`src/rtl/gbi_pkg.sv`:
```
// shared types and constants for the gpio bank with pin interrupts
package gbi_pkg;

  localparam int PIN_W  = 32;
  localparam int IDX_W  = 6;
  localparam int CMD_W  = 2;
  localparam int PEND_W = 5;
  localparam int IN_W   = 72;
  localparam int OUT_W  = 232;

  // commands carried in s_tuser
  localparam logic [CMD_W-1:0] CMD_READ  = 2'd0;
  localparam logic [CMD_W-1:0] CMD_WRITE = 2'd1;

  // register offsets, byte offset divided by four
  localparam logic [IDX_W-1:0] IDX_PINS      = 6'd0;
  localparam logic [IDX_W-1:0] IDX_DATA      = 6'd4;
  localparam logic [IDX_W-1:0] IDX_DATA_SET  = 6'd5;
  localparam logic [IDX_W-1:0] IDX_DATA_CLR  = 6'd6;
  localparam logic [IDX_W-1:0] IDX_MASK      = 6'd8;
  localparam logic [IDX_W-1:0] IDX_MASK_SET  = 6'd9;
  localparam logic [IDX_W-1:0] IDX_MASK_CLR  = 6'd10;
  localparam logic [IDX_W-1:0] IDX_PULL      = 6'd12;
  localparam logic [IDX_W-1:0] IDX_PULL_SET  = 6'd13;
  localparam logic [IDX_W-1:0] IDX_PULL_CLR  = 6'd14;
  localparam logic [IDX_W-1:0] IDX_FUNC      = 6'd16;
  localparam logic [IDX_W-1:0] IDX_FUNC_SET  = 6'd17;
  localparam logic [IDX_W-1:0] IDX_FUNC_CLR  = 6'd18;
  localparam logic [IDX_W-1:0] IDX_SEL       = 6'd20;
  localparam logic [IDX_W-1:0] IDX_SEL_SET   = 6'd21;
  localparam logic [IDX_W-1:0] IDX_SEL_CLR   = 6'd22;
  localparam logic [IDX_W-1:0] IDX_DIR       = 6'd24;
  localparam logic [IDX_W-1:0] IDX_DIR_SET   = 6'd25;
  localparam logic [IDX_W-1:0] IDX_DIR_CLR   = 6'd26;
  localparam logic [IDX_W-1:0] IDX_TRIG      = 6'd28;
  localparam logic [IDX_W-1:0] IDX_TRIG_SET  = 6'd29;
  localparam logic [IDX_W-1:0] IDX_TRIG_CLR  = 6'd30;
  localparam logic [IDX_W-1:0] IDX_FLAG      = 6'd32;

  typedef struct packed {
    logic data_set;
    logic data_clr;
    logic mask_set;
    logic mask_clr;
    logic pull_set;
    logic pull_clr;
    logic func_set;
    logic func_clr;
    logic sel_set;
    logic sel_clr;
    logic dir_set;
    logic dir_clr;
    logic trig_set;
    logic trig_clr;
  } write_strobe_t;

  // register bits of one pin
  typedef struct packed {
    logic data;
    logic mask;
    logic pull;
    logic func;
    logic sel;
    logic dir;
    logic trig;
    logic flag;
  } lane_bits_t;

  // the same registers gathered across the bank
  typedef struct packed {
    logic [PIN_W-1:0] data;
    logic [PIN_W-1:0] mask;
    logic [PIN_W-1:0] pull;
    logic [PIN_W-1:0] func;
    logic [PIN_W-1:0] sel;
    logic [PIN_W-1:0] dir;
    logic [PIN_W-1:0] trig;
    logic [PIN_W-1:0] flag;
  } bank_words_t;

  // result word, last field in the lowest bits
  typedef struct packed {
    logic              pad;
    logic [PEND_W-1:0] pending_pin;
    logic              pending_valid;
    logic              irq_line;
    logic [PIN_W-1:0]  alt_high;
    logic [PIN_W-1:0]  alt_select;
    logic [PIN_W-1:0]  func_select;
    logic [PIN_W-1:0]  pull_disabled;
    logic [PIN_W-1:0]  pin_drive_enable;
    logic [PIN_W-1:0]  pin_out;
    logic [PIN_W-1:0]  read_data;
  } result_t;

endpackage

```
`src/rtl/gbi_lane.sv`:
```
// one pin lane: its register bits, alias writes and interrupt detection
module gbi_lane (
  input  logic                   clk,
  input  logic                   rst,
  input  logic                   en,
  input  gbi_pkg::write_strobe_t wr,
  input  logic                   wd,
  input  logic                   pin,
  output gbi_pkg::lane_bits_t    cur,
  output gbi_pkg::lane_bits_t    nxt
);
  import gbi_pkg::*;

  // reset value: everything clear except the mask bit
  localparam lane_bits_t LANE_RESET = '{1'b0, 1'b1, 1'b0, 1'b0, 1'b0, 1'b0, 1'b0, 1'b0};

  lane_bits_t regs;
  logic       prev;
  logic       imode_old;
  logic       imode_new;
  logic       edge_hit;
  logic       level_hit;
  logic       hit;

  assign cur = regs;

  always_comb begin
    imode_old = ~regs.func & regs.sel;
    nxt = regs;
    // data set alias acks flags of interrupt pins, sets data elsewhere
    if (wr.data_set) begin
      nxt.flag = regs.flag & ~(wd & imode_old);
      nxt.data = regs.data | (wd & ~imode_old);
    end
    if (wr.data_clr) nxt.data = regs.data & ~wd;
    if (wr.mask_set) nxt.mask = regs.mask | wd;
    if (wr.mask_clr) nxt.mask = regs.mask & ~wd;
    if (wr.pull_set) nxt.pull = regs.pull | wd;
    if (wr.pull_clr) nxt.pull = regs.pull & ~wd;
    if (wr.func_set) nxt.func = regs.func | wd;
    if (wr.func_clr) nxt.func = regs.func & ~wd;
    if (wr.sel_set)  nxt.sel  = regs.sel | wd;
    if (wr.sel_clr)  nxt.sel  = regs.sel & ~wd;
    if (wr.dir_set)  nxt.dir  = regs.dir | wd;
    if (wr.dir_clr)  nxt.dir  = regs.dir & ~wd;
    if (wr.trig_set) nxt.trig = regs.trig | wd;
    if (wr.trig_clr) nxt.trig = regs.trig & ~wd;
    // detection with the updated configuration
    imode_new = ~nxt.func & nxt.sel;
    edge_hit  = nxt.dir ? (pin & ~prev) : (~pin & prev);
    level_hit = ~(pin ^ nxt.dir);
    hit       = imode_new & (nxt.trig ? edge_hit : level_hit);
    nxt.flag  = nxt.flag | hit;
  end

  always_ff @(posedge clk) begin
    if (rst) begin
      regs <= LANE_RESET;
      prev <= 1'b0;
    end else if (en) begin
      regs <= nxt;
      prev <= pin;
    end
  end

endmodule

```
`src/rtl/gbi_merge.sv`:
```
// merge of lane results: read mux, interrupt line and lowest pending pin
module gbi_merge (
  input  logic                          is_read,
  input  logic [gbi_pkg::IDX_W-1:0]     reg_index,
  input  logic [gbi_pkg::PIN_W-1:0]     pins,
  input  gbi_pkg::bank_words_t          old_w,
  input  gbi_pkg::bank_words_t          new_w,
  output gbi_pkg::result_t              res
);
  import gbi_pkg::*;

  logic [PIN_W-1:0]  rd;
  logic [PIN_W-1:0]  lowest;
  logic [PEND_W-1:0] enc;

  always_comb begin
    rd = '0;
    if (is_read) begin
      unique case (reg_index)
        IDX_PINS: rd = pins;
        IDX_DATA: rd = old_w.data;
        IDX_MASK: rd = old_w.mask;
        IDX_PULL: rd = old_w.pull;
        IDX_FUNC: rd = old_w.func;
        IDX_SEL:  rd = old_w.sel;
        IDX_DIR:  rd = old_w.dir;
        IDX_TRIG: rd = old_w.trig;
        IDX_FLAG: rd = old_w.flag;
        default:  rd = '0;
      endcase
    end
  end

  // isolate lowest set flag, then encode the one-hot word
  assign lowest = new_w.flag & (~new_w.flag + PIN_W'(1));

  always_comb begin
    enc = '0;
    for (int j = 0; j < PIN_W; j++) begin
      if (lowest[j]) enc = enc | PEND_W'(j);
    end
  end

  always_comb begin
    res                  = '0;
    res.read_data        = rd;
    res.pin_out          = new_w.data;
    res.pin_drive_enable = new_w.dir & ~new_w.func & ~new_w.sel;
    res.pull_disabled    = new_w.pull;
    res.func_select      = new_w.func;
    res.alt_select       = new_w.sel;
    res.alt_high         = new_w.trig;
    res.irq_line         = |(new_w.flag & ~new_w.mask);
    res.pending_valid    = |new_w.flag;
    res.pending_pin      = enc;
  end

endmodule

```
`src/rtl/gpio_bank_with_pin_interrupts.sv`:
```
// top level of the gpio bank: pin lanes, merge stage and output buffer
//
// One bank of up to 32 gpio pins with per-pin interrupts. Each input word is a
// bus read, a bus write (to a set or clear alias) or an idle tick, and always
// carries the sampled pin levels. The block takes one word per clock while the
// skid entry is empty and hands back one result word per input word, in order,
// registered on acceptance. Every pin has its own lane holding its register
// bits; all lanes update in the same cycle, so the next word sees the new state
// with no gap. A merge stage builds the read word, the interrupt line and the
// lowest pending pin. Results go to an output register backed by one skid entry,
// so s_tready depends only on whether the skid entry is full; with m_tready held
// high the block runs at one word per cycle indefinitely.
module gpio_bank_with_pin_interrupts #(
  parameter int NUM_PINS = 32
) (
  input  logic                        clk,
  input  logic                        rst,
  input  logic                        s_tvalid,
  output logic                        s_tready,
  // reg_index [5:0], write_data [37:6], pin_levels [69:38], zero pad [71:70]
  input  logic [gbi_pkg::IN_W-1:0]    s_tdata,
  // command [1:0]
  input  logic [gbi_pkg::CMD_W-1:0]   s_tuser,
  output logic                        m_tvalid,
  input  logic                        m_tready,
  // read_data [31:0], pin_out [63:32], pin_drive_enable [95:64],
  // pull_disabled [127:96], func_select [159:128], alt_select [191:160],
  // alt_high [223:192], irq_line [224], pending_valid [225],
  // pending_pin [230:226], zero pad [231]
  output logic [gbi_pkg::OUT_W-1:0]   m_tdata
);
  import gbi_pkg::*;

  localparam logic [PIN_W-1:0] PIN_MASK = {PIN_W{1'b1}} >> (PIN_W - NUM_PINS);

  logic [IDX_W-1:0] reg_index;
  logic [PIN_W-1:0] write_data;
  logic [PIN_W-1:0] pins;
  logic             accept;
  write_strobe_t    wr;
  lane_bits_t       cur_a [PIN_W];
  lane_bits_t       nxt_a [PIN_W];
  bank_words_t      old_w;
  bank_words_t      new_w;
  result_t          res;
  result_t          skid;
  logic             skid_valid;
  logic             take;

  assign reg_index  = s_tdata[IDX_W-1:0];
  assign write_data = s_tdata[IDX_W +: PIN_W] & PIN_MASK;
  assign pins       = s_tdata[IDX_W+PIN_W +: PIN_W] & PIN_MASK;
  assign accept     = s_tvalid && s_tready;

  // alias decode, only on an accepted write
  always_comb begin
    wr = '0;
    if (accept && s_tuser == CMD_WRITE) begin
      unique case (reg_index)
        IDX_DATA_SET: wr.data_set = 1'b1;
        IDX_DATA_CLR: wr.data_clr = 1'b1;
        IDX_MASK_SET: wr.mask_set = 1'b1;
        IDX_MASK_CLR: wr.mask_clr = 1'b1;
        IDX_PULL_SET: wr.pull_set = 1'b1;
        IDX_PULL_CLR: wr.pull_clr = 1'b1;
        IDX_FUNC_SET: wr.func_set = 1'b1;
        IDX_FUNC_CLR: wr.func_clr = 1'b1;
        IDX_SEL_SET:  wr.sel_set  = 1'b1;
        IDX_SEL_CLR:  wr.sel_clr  = 1'b1;
        IDX_DIR_SET:  wr.dir_set  = 1'b1;
        IDX_DIR_CLR:  wr.dir_clr  = 1'b1;
        IDX_TRIG_SET: wr.trig_set = 1'b1;
        IDX_TRIG_CLR: wr.trig_clr = 1'b1;
        default:      wr = '0;
      endcase
    end
  end

  // one lane per implemented pin, missing pins read as zero
  for (genvar i = 0; i < PIN_W; i++) begin : g_lane
    if (i < NUM_PINS) begin : g_pin
      gbi_lane u_lane (
        .clk (clk),
        .rst (rst),
        .en  (accept),
        .wr  (wr),
        .wd  (write_data[i]),
        .pin (pins[i]),
        .cur (cur_a[i]),
        .nxt (nxt_a[i])
      );
    end else begin : g_none
      assign cur_a[i] = '0;
      assign nxt_a[i] = '0;
    end
  end

  // gather lane bits into bank words
  always_comb begin
    for (int j = 0; j < PIN_W; j++) begin
      old_w.data[j] = cur_a[j].data;
      old_w.mask[j] = cur_a[j].mask;
      old_w.pull[j] = cur_a[j].pull;
      old_w.func[j] = cur_a[j].func;
      old_w.sel[j]  = cur_a[j].sel;
      old_w.dir[j]  = cur_a[j].dir;
      old_w.trig[j] = cur_a[j].trig;
      old_w.flag[j] = cur_a[j].flag;
      new_w.data[j] = nxt_a[j].data;
      new_w.mask[j] = nxt_a[j].mask;
      new_w.pull[j] = nxt_a[j].pull;
      new_w.func[j] = nxt_a[j].func;
      new_w.sel[j]  = nxt_a[j].sel;
      new_w.dir[j]  = nxt_a[j].dir;
      new_w.trig[j] = nxt_a[j].trig;
      new_w.flag[j] = nxt_a[j].flag;
    end
  end

  gbi_merge u_merge (
    .is_read   (s_tuser == CMD_READ),
    .reg_index (reg_index),
    .pins      (pins),
    .old_w     (old_w),
    .new_w     (new_w),
    .res       (res)
  );

  // output register plus one skid entry
  assign s_tready = !skid_valid;
  assign take     = m_tvalid && m_tready;

  always_ff @(posedge clk) begin
    if (rst) begin
      m_tvalid   <= 1'b0;
      skid_valid <= 1'b0;
    end else if (skid_valid) begin
      if (take) begin
        m_tdata    <= skid;
        skid_valid <= 1'b0;
      end
    end else if (accept) begin
      if (!m_tvalid || take) begin
        m_tdata  <= res;
        m_tvalid <= 1'b1;
      end else begin
        skid       <= res;
        skid_valid <= 1'b1;
      end
    end else if (take) begin
      m_tvalid <= 1'b0;
    end
  end

endmodule

```
`config.mk`:
```
export PLATFORM = sky130hd
export DESIGN_NAME = gpio_bank_with_pin_interrupts
export DESIGN_NICKNAME = d
export VERILOG_FILES = /design/src/rtl/gbi_pkg.sv /design/src/rtl/gbi_lane.sv /design/src/rtl/gbi_merge.sv /design/src/rtl/gpio_bank_with_pin_interrupts.sv
export SDC_FILE = /design/constraint.sdc
export NUM_CORES = 1
export LEC_CHECK = 0
export ABC_AREA = 1
export BUFFER_PORTS_ARGS = -buffer_cell sky130_fd_sc_hd__buf_2
export CORE_MARGIN = 5
export CORE_UTILIZATION = 60
export CTS_CLUSTER_SIZE = 24
export DETAILED_ROUTE_END_ITERATION = 10
export PLACE_DENSITY_LB_ADDON = 0.15
export SYNTH_ARGS = -nofsm -noshare
export SYNTH_HDL_FRONTEND = slang
export SYNTH_HIERARCHICAL = 1
export SYNTH_SLANG_ARGS = --single-unit
```
`constraint.sdc`:
```
create_clock -name clk -period 25.5 [get_ports clk]
set_input_delay 1.275 -clock clk [delete_from_list [all_inputs] [get_ports clk]]
set_output_delay 1.275 -clock clk [all_outputs]
set_load 0.005 [all_outputs]
```
After elaboration in Yosys (flattened, before gate mapping) --
Cells that the tools add are included.
Word-level totals: bits in registers 754, input port bits 78, logic and storage cells 2162, output and inout bits 234
Operators by class: reductions and logical operators 18, multiplexer cells 780, add/subtract/negate cells 1, bitwise operators 1033, equal/unequal tests 28
Operators by type and width (number):
- two-way mux 232 bit | 21
- two-way mux 1 bit | 661
- two-way mux 8 bit | 64
- bitwise AND 1 bit | 480
- case mux 32 bit (9 select lines) | 1
- NOT 1 bit | 257
- bitwise OR 1 bit | 256
- bitwise AND 32 bit | 4
- NOT 32 bit | 4
- two-way mux 5 bit | 16
- equality test 6 x 5 -> 1 bit (second input constant) | 12
- two-way mux 32 bit | 2
- OR reduction 32 bit | 2
- equality test 6 x 4 -> 1 bit (second input constant) | 6
- adder 32 x 1 -> 32 bit (second input constant) | 1
- two-way mux 4 bit | 8
- XOR 1 bit | 32
- equality test 6 x 3 -> 1 bit (second input constant) | 3
- two-way mux 14 bit | 1
- two-way mux 3 bit | 4
- nonzero test 3 bit | 3
- AND reduction 4 bit | 2
- equality test 6 bit (second input constant) | 1
- zero test 6 bit | 1
- 11 further kinds | 18

Longest topological paths before layout --
Gate-level depths: netlist (run 1).
depth in word-level cells 55, depth in mapped cells 23, gate-level depth less buffers 23

Cells and area by module --
The synthesis (run 1) kept the hierarchy.
By module, submodules not included:
- gbi_lane | area an instance 560.5 um^2, cells each 84, sequential area each 180.2 um^2, times used 32
- gpio_bank_with_pin_interrupts | area an instance 17177.7 um^2, cells each 1272, sequential area each 13973.4 um^2, times used 1
- gbi_merge | area an instance 4601.9 um^2, cells each 937, sequential area each 0.0 um^2, times used 1

Worst setup path after synthesis (run 1) --
OpenSTA, ideal clock, no wires.
path kind input port to flip-flop, from input port s_tvalid, to register m_tdata[0] (netlist bit) (enable), setup time 0.835 ns, data required time 24.665 ns, slack 13.508 ns, arrival time 11.158 ns, buffers on the path 0, stages on the path 4, path through inv_1 nand2_1 nand2_1 nor2_1
On the way: longest elaborated chain between the ends 3
Ends and longest elaborated chain:
- start, declared | RTL line gpio_bank_with_pin_interrupts.sv:18 | input logic s_tvalid,
- logical AND 1 bit | RTL line gpio_bank_with_pin_interrupts.sv:53 | assign accept = s_tvalid && s_tready;
- nonzero test 3 bit (no source line)
- AND reduction 4 bit (no source line)
- end signal, assigned | RTL line gpio_bank_with_pin_interrupts.sv:139 | m_tdata <= skid;
- end signal, assigned | RTL line gpio_bank_with_pin_interrupts.sv:144 | m_tdata <= res;
- end, declared | RTL line gpio_bank_with_pin_interrupts.sv:30 | output logic [gbi_pkg::OUT_W-1:0] m_tdata
No other way between the ends. A chain may end at the register's enable or synchronous reset.

==> results.md, run 1 <==
- Buf+Inv Stages, Crit Path: 3
- Port Buffer Count: 309
- Vias in the first global route: 30470
- Placed insts: 5805
- Num CTS Buffers: 82
- Setup Fix Bufs, Post-CTS: 0
- Via-to-Cell Ratio: 5.487
- Total grt overflow: 0
- LEAKAGE: 0.01987 uW
- Delay-heaviest family, CP: simple AND/OR/NAND/NOR gates
- Hold crit path type: flop to flop
- Final setup viols: 0
- Cell Count, Final, Fillers Out: 5967
- Max frequency: 176.3 MHz
- GPL Wtd Cong: 0.9356
- Initial antenna violation count: 8
- Worst vdd ir: 0.00004686 V
- Cts repair resizes: 0
- Max_cap viols: 0
- Final Cycle Share: 0.2224
- Flops & latches, synth: 754
- Synth unique cells: 35
- Worst EP arrival: 6180 ps
- Worst Skew: 25.94 ps
- CP required: 26010 ps
- Share of cells above drive strength 1: 0.1738
- # H-tree levels: 3
- Crit start category: input pin
- Post-route ant nets: 0
- Clock-pin slew on the worst setup and hold paths: 60 ps
- Area growth syn-to-layout: 8.840%
- CTS Hold Bufs: 0
- Crit-path slowest cell: nor2_4
- Core area: 65750 um^2
- CP dominant cell by count: nand2_1
- TritonRoute pass-1 iters: 6
- Die Wd: 267.3 um
- Total Routed Length: 111800 um
- Clk buf depth: 3
- Pwr dens: 67.69 nW/um^2
- Outcome: finished clean
- Initial Utilization: 0.6041
- Slew Limit Fails: 0
- CTS tree: built
- Nets: 5103
- Setup TNS: 0 ps
- Critical Path Fanout Max: 11
- Final min period: 5671 ps
- Final hold vios: 0
- Total clock sinks: 754
- Clock Tree Root: clkbuf_16
- Slew Limit Headroom: 0.2031
- Row cnt: 94
- Num ports: 312
- Synth Area per Inst: 8.110 um^2
- Fillers: 5588
- First-pass GRT wire length: 171100 um
- Warnings from Yosys: 6
- Measured slew at the worst slew-check pin: 1194 ps
- Via count: 32740
- Die Y-Extent: 267.3 um
- Avg WL per Cell: 18.74 um
- Top area cells in the synthesized netlist: edfxtp_1, dfxtp_1, nand2_1
- Clock Latency Late Sink: 630 ps
- Pin count of the biggest net entering global routing: 199
- Dominant cell type by area after synthesis: edfxtp_1
- Post-Synthesis Cells: 4897
- Sequential share of the synthesized area: 0.4970
- Initial detailed-routing violation count: 3256
- Die area: 71440 um^2
- GRT Overall Usage: 0.3036
- Syn Nets: 4975
- Area share of the largest cell type after synthesis: 0.3508
- CP Cell Sequence: buf_2, inv_1, nor2_4, nand3_1, nor2_4, buf_4, nand2_4, nand2_4, nand3_1, nand3_1, nand2_1, nand2_1, nand2_1, nor2_1, nand2_1, nor2_1, nand2_1, nor2_1, o21ai_0, nand2_1, nor2_1, nand3_1, nand2_1, nand2_1
- Post-synthesis cell area: 39720 um^2
- Critical path's largest stage delay: 1020 ps
- Critical path capture point type: flop
- Unrepaired setup endpoints after global routing: false
- Setup CP Type: input pin to flop
- DRC Markers: 0
- Hpwl dp: 69170 um
[kinds of logic (layout without fill, tap and decap cells)]
family / after synthesis / in the layout / share of synthesized area
compound gates: 823 / 823 / 0.1224
simple gates: 2375 / 2375 / 0.2624
other cells: 1 / 12 / 0.00009442
flops: 754 / 754 / 0.4970
buf+inv: 944 / 1139 / 0.1181
[worst reg2reg max path, cell delays in order (launching register included)]
cell     delay (ps)
dfxtp_4         510
nor2_4          330
nand3_1         640
nor2_4         1020
buf_4           540
nand2_4         100
nand2_4          70
nand3_1          60
nand3_1          70
nand2_1          50
nand2_1          90
nand2_1         150
nor2_1          340
nand2_1         220
nor2_1          260
nand2_1         100
nor2_1          240
o21ai_0         140
nand2_1          90
nor2_1           60
nand3_1         100
nand2_1          60
nand2_1          90
[sequential cells by signal (all words and copies together), names as in the netlist]
signal / flops
skid: 232
m_tvalid: 1
m_tdata: 232
g_lane.g_pin.u_lane/cur: 256
skid_valid: 1
g_lane.g_pin.u_lane/prev: 32
[cell usage after synthesis (all sizes together)]
master and instances:
a21o 96, a21oi 289, a31oi 32, and3 2
buf 302, clkbuf 5, conb 1, dfxtp 290
edfxtp 464, inv 637, nand2 1728, nand3 269
nand3b 1, nand4 7, nor2 323, nor3 8
nor3b 32, nor4 2, o211ai 1, o21ai 391
o22ai 14, or2 3
[layout make-up]
| cell class | instances | area [um^2] | area share |
|---|---|---|---|
| multi-input cells | 3199 | 15450 | 0.3575 |
| flip-flops and latches | 754 | 19740 | 0.4567 |
| well taps | 864 | 1081 | 0.02501 |
| clock buffers | 100 | 2215 | 0.05123 |
| diodes | 11 | 27.53 | 0.0006368 |
| inverters | 637 | 2399 | 0.05549 |
| clock inverters | 51 | 420.4 | 0.009725 |
| repair buffers | 351 | 1889 | 0.04371 |
[routing by layer]
layer  track usage  up-vias  share of wire
li1              -    15850              -
met1        0.4031    15230           0.40
met2        0.5111     1375           0.48
met3       0.04593      280          0.083
met4        0.1092        0          0.036
met5             0        -              0
[per-stage QoR]
| stage | total power, uW | hold WS [ps] | utilization | instance area (um^2) | worst slack (ps) |
|---|---|---|---|---|---|
| 2_1_floorplan | 1698 | 459.6 | - | 39720 | 13510 |
| 3_3_place_gp | 1762 | 479.4 | 0.6170 | 40570 | 19380 |
| 3_5_place_dp | 1771 | 485.4 | 0.6170 | 40570 | 19340 |
| 4_1_cts | 2940 | 499.0 | 0.6571 | 43200 | 19990 |
| 5_1_grt | 3046 | 526.7 | 0.6573 | 43220 | 19570 |
| 6_report | 2926 | 504.1 | 0.6575 | 43230 | 19830 |
[path summary, 6_finish.rpt]
kind,start,to,slack [ps],cells after the start
setup / recovery,s_tvalid,m_tdata[230],19830,24
hold / removal,g_lane[18].g_pin.u_lane/cur[6],g_lane[18].g_pin.u_lane/cur[6],500,2
setup reg to reg,skid_valid,m_tdata[230],20060,22
hold reg to reg,g_lane[18].g_pin.u_lane/cur[6],g_lane[18].g_pin.u_lane/cur[6],500,2
[placed cells by master (no fill, tap or decap), types with 41 or more instances in the layout]
master	instances
nand2_1	1504
nor2_1	268
a21oi_1	289
dfxtp_1	289
nand2_4	64
clkbuf_16	86
edfxtp_1	464
a21o_2	64
nand2_2	160
nand3_1	269
buf_2	308
buf_4	41
o21ai_0	327
inv_1	603
[where the power goes]
group	internal, uW	switching [uW]
Sequential	1370	39.7
Combinational	108	232
Clock	680	496
Total	2160	768
Power figures use the tool's default switching activity.
==> run 2, diff against run 1 <==
ABC_AREA = 0   (was 1)
CORE_UTILIZATION = 55   (was 60)
clock period = 4.8 ns   (was 25.5 ns; I/O delays follow)
==> run 2 against run 1 <==
Sequential cell count is the same. Non-clock buffer count increased by 52. Utilization fell by 4.5 points. Sequential share of layout area is 0.15 points higher. Die area rose by 7.3%. First-iteration DRC count down 16%. Highest routed layer is now met5.
==> results.md, run 2 <==
- Outcome: finished clean
- Nets: 3620
- Worst EP arrival: 4780 ps
- Final setup viols: 0
- Core area: 70390 um^2
- Final hold vios: 0
- First-pass GRT wire length: 168400 um
- Unrepaired setup endpoints after global routing: false
- CTS tree: built
- Num ports: 312
- Hold crit path type: input pin to flop
- Min Hold Slack: 28.30 ps
- Crit start category: flop
- Initial Utilization: 0.5565
- Critical Path Fanout Max: 7
- Port Buffer Count: 309
- Total clock sinks: 754
- Die Wd: 276.9 um
- Setup TNS: 0 ps
- Area share of the largest cell type after synthesis: 0.3557
- Measured slew at the worst slew-check pin: 1290 ps
- Max_cap viols: 0
- Row cnt: 97
- Clock-pin slew on the worst setup and hold paths: 60 ps
- Clock Latency Late Sink: 630 ps
- Syn Nets: 3484
- Metal-1 WL: 47210 um
- Setup CP Type: flop to flop
- Worst vdd ir: 0.0002669 V
- Top area cells in the synthesized netlist: edfxtp_1, dfxtp_1, mux2_4
- Post-Route Utilization: 0.6121
- Cts repair resizes: 0
- Number of flip-flops in the largest register: 256
- DRC Markers: 0
- Synth async-reset ratio: 0
- Hpwl dp: 70470 um
- Num CTS Buffers: 81
- Post-synthesis cell area: 39180 um^2
- Initial antenna violation count: 8
- Synth Area per Inst: 11.50 um^2
- Commonest non-fill, non-tap cell in the layout: edfxtp_1
- Setup Fix Bufs, Post-CTS: 0
- Synth cell count leaders: edfxtp_1, a21oi_1, dfxtp_1
- Via-to-Cell Ratio: 6.094
- GRT Overall Usage: 0.2778
- Power, Total: 14670 uW
- Initial detailed-routing violation count: 2747
- Area growth syn-to-layout: 9.987%
- Pin count of the biggest net entering global routing: 177
- LEAKAGE: 0.01613 uW
- Synth unique cells: 67
- Pre-CTS setup slack: 223.9 ps
- Pwr dens: 340.4 nW/um^2
- CP required: 5180 ps
- Number of synthesized flops with an enable pin: 464
- Total grt overflow: 0
- WL met3: 8020 um
- Final min period: 4406 ps
- Total Routed Length: 110800 um
- Post-Synthesis Cells: 3406
- Slew Limit Headroom: 0.1352
- Share of cells above drive strength 1: 0.2507
- Avg WL per Cell: 24.31 um
- Main synth FF type: edfxtp_1
- Dominant cell type by area after synthesis: edfxtp_1
- CTS Hold Bufs: 35
- Via count: 27780
- Final worst setup slack: 394.3 ps
- Worst Skew: 14.48 ps
- Die area: 76670 um^2
- Sequential share of the synthesized area: 0.5039
- Warnings from Yosys: 6
- Commonest non-fill, non-tap cells in the layout: edfxtp_1, a21oi_1, buf_2
- Vias in the first global route: 27490
- TritonRoute pass-1 iters: 8
- Most frequent cell after synthesis: edfxtp_1
- Highest Signal Layer: met5
- Critical path capture point type: flop
- Final Cycle Share: 0.9179
- # H-tree levels: 3
- Clock Tree Root: clkbuf_16
- Die Y-Extent: 276.9 um
- GPL Wtd Cong: 0.8769
- Clk buf depth: 3
- Metal2 WL: 52340 um
- Slew Limit Fails: 0
- Max frequency: 227.0 MHz
- Post-route ant nets: 0
- Flops & latches, synth: 754
## run 2: changes by cell type in the layout (fill, tap and decap cells not counted), moves of 64 or more
cell | before | now
nand4b_1 | 0 | 64
and2_1 | 0 | 97
nand2b_1 | 0 | 69
nor2b_1 | 0 | 66
mux2_4 | 0 | 147
nand3_1 | 269 | 8
nand2_1 | 1504 | 138
mux2i_1 | 0 | 214
inv_1 | 603 | 63
nand2_2 | 160 | 0
o21ai_0 | 327 | 71
a21oi_1 | 289 | 365
mux2_2 | 0 | 131
a21o_2 | 64 | 0
## run 2: final cells by class
class	instances	area, um^2
fillers	5687	27300
flip-flops and latches	754	19740
clock inverters	50	508.0
diodes	8	20.02
repair buffers	403	2634
well taps	940	1176
multi-input cells	2234	16530
inverters	68	262.8
clock buffers	101	2217
## run 2: final timing paths
kind / depth (start not counted) / startpoint / to / slack (ps)
hold / removal: 2 / rst / g_lane[2].g_pin.u_lane/cur[5] / 30
setup / recovery: 15 / skid_valid / m_tdata[225] / 390
hold reg to reg: 2 / g_lane[3].g_pin.u_lane/prev / g_lane[3].g_pin.u_lane/prev / 510
setup reg to reg: 15 / skid_valid / m_tdata[225] / 390
## run 2: metrics by stage
| stage | area, um^2 | std cells |
|---|---|---|
| 2_1_floorplan | 39230 | 3406 |
| 3_3_place_gp | 39990 | 4364 |
| 3_5_place_dp | 39990 | 4364 |
| 4_1_cts | 43070 | 4550 |
| 5_1_grt | 43080 | 4555 |
| 6_report | 43090 | 4558 |
## run 2: layer usage
layer / global-route usage / up-vias
met3: 0.04586 / 227
met5: 0 / -
li1: - / 12760
met4: 0.08907 / 4
met2: 0.4554 / 1119
met1: 0.3810 / 13670
## run 2: critical path, stage by stage (launching register included)
cell	delay, ps
dfxtp_4	350
inv_2	70
nand2_4	80
inv_8	100
nand3b_1	200
nor3_2	520
buf_4	250
a21oi_1	120
nor3_1	180
nand4b_1	170
nand2_1	240
nor4_4	480
nand4_2	220
or3_4	440
or3_1	410
mux2_4	280
## run 2: report_power, final
group,internal [uW],switching [uW]
Combinational,444,655
Sequential,7060,70.1
Clock,3820,2620
Total,11300,3350
## run 2: logic make-up (layout without fill, tap and decap cells)
kind of cell / count (synthesis) / count (layout) / synth area share
AO/OA/AOI/OAI: 790 / 790 / 0.1348
multiplexers: 492 / 492 / 0.1487
flip-flops: 754 / 754 / 0.5039
other: 1 / 9 / 0.00009572
AND/OR/NAND/NOR: 951 / 951 / 0.1347
buffers and inverters: 418 / 622 / 0.07793
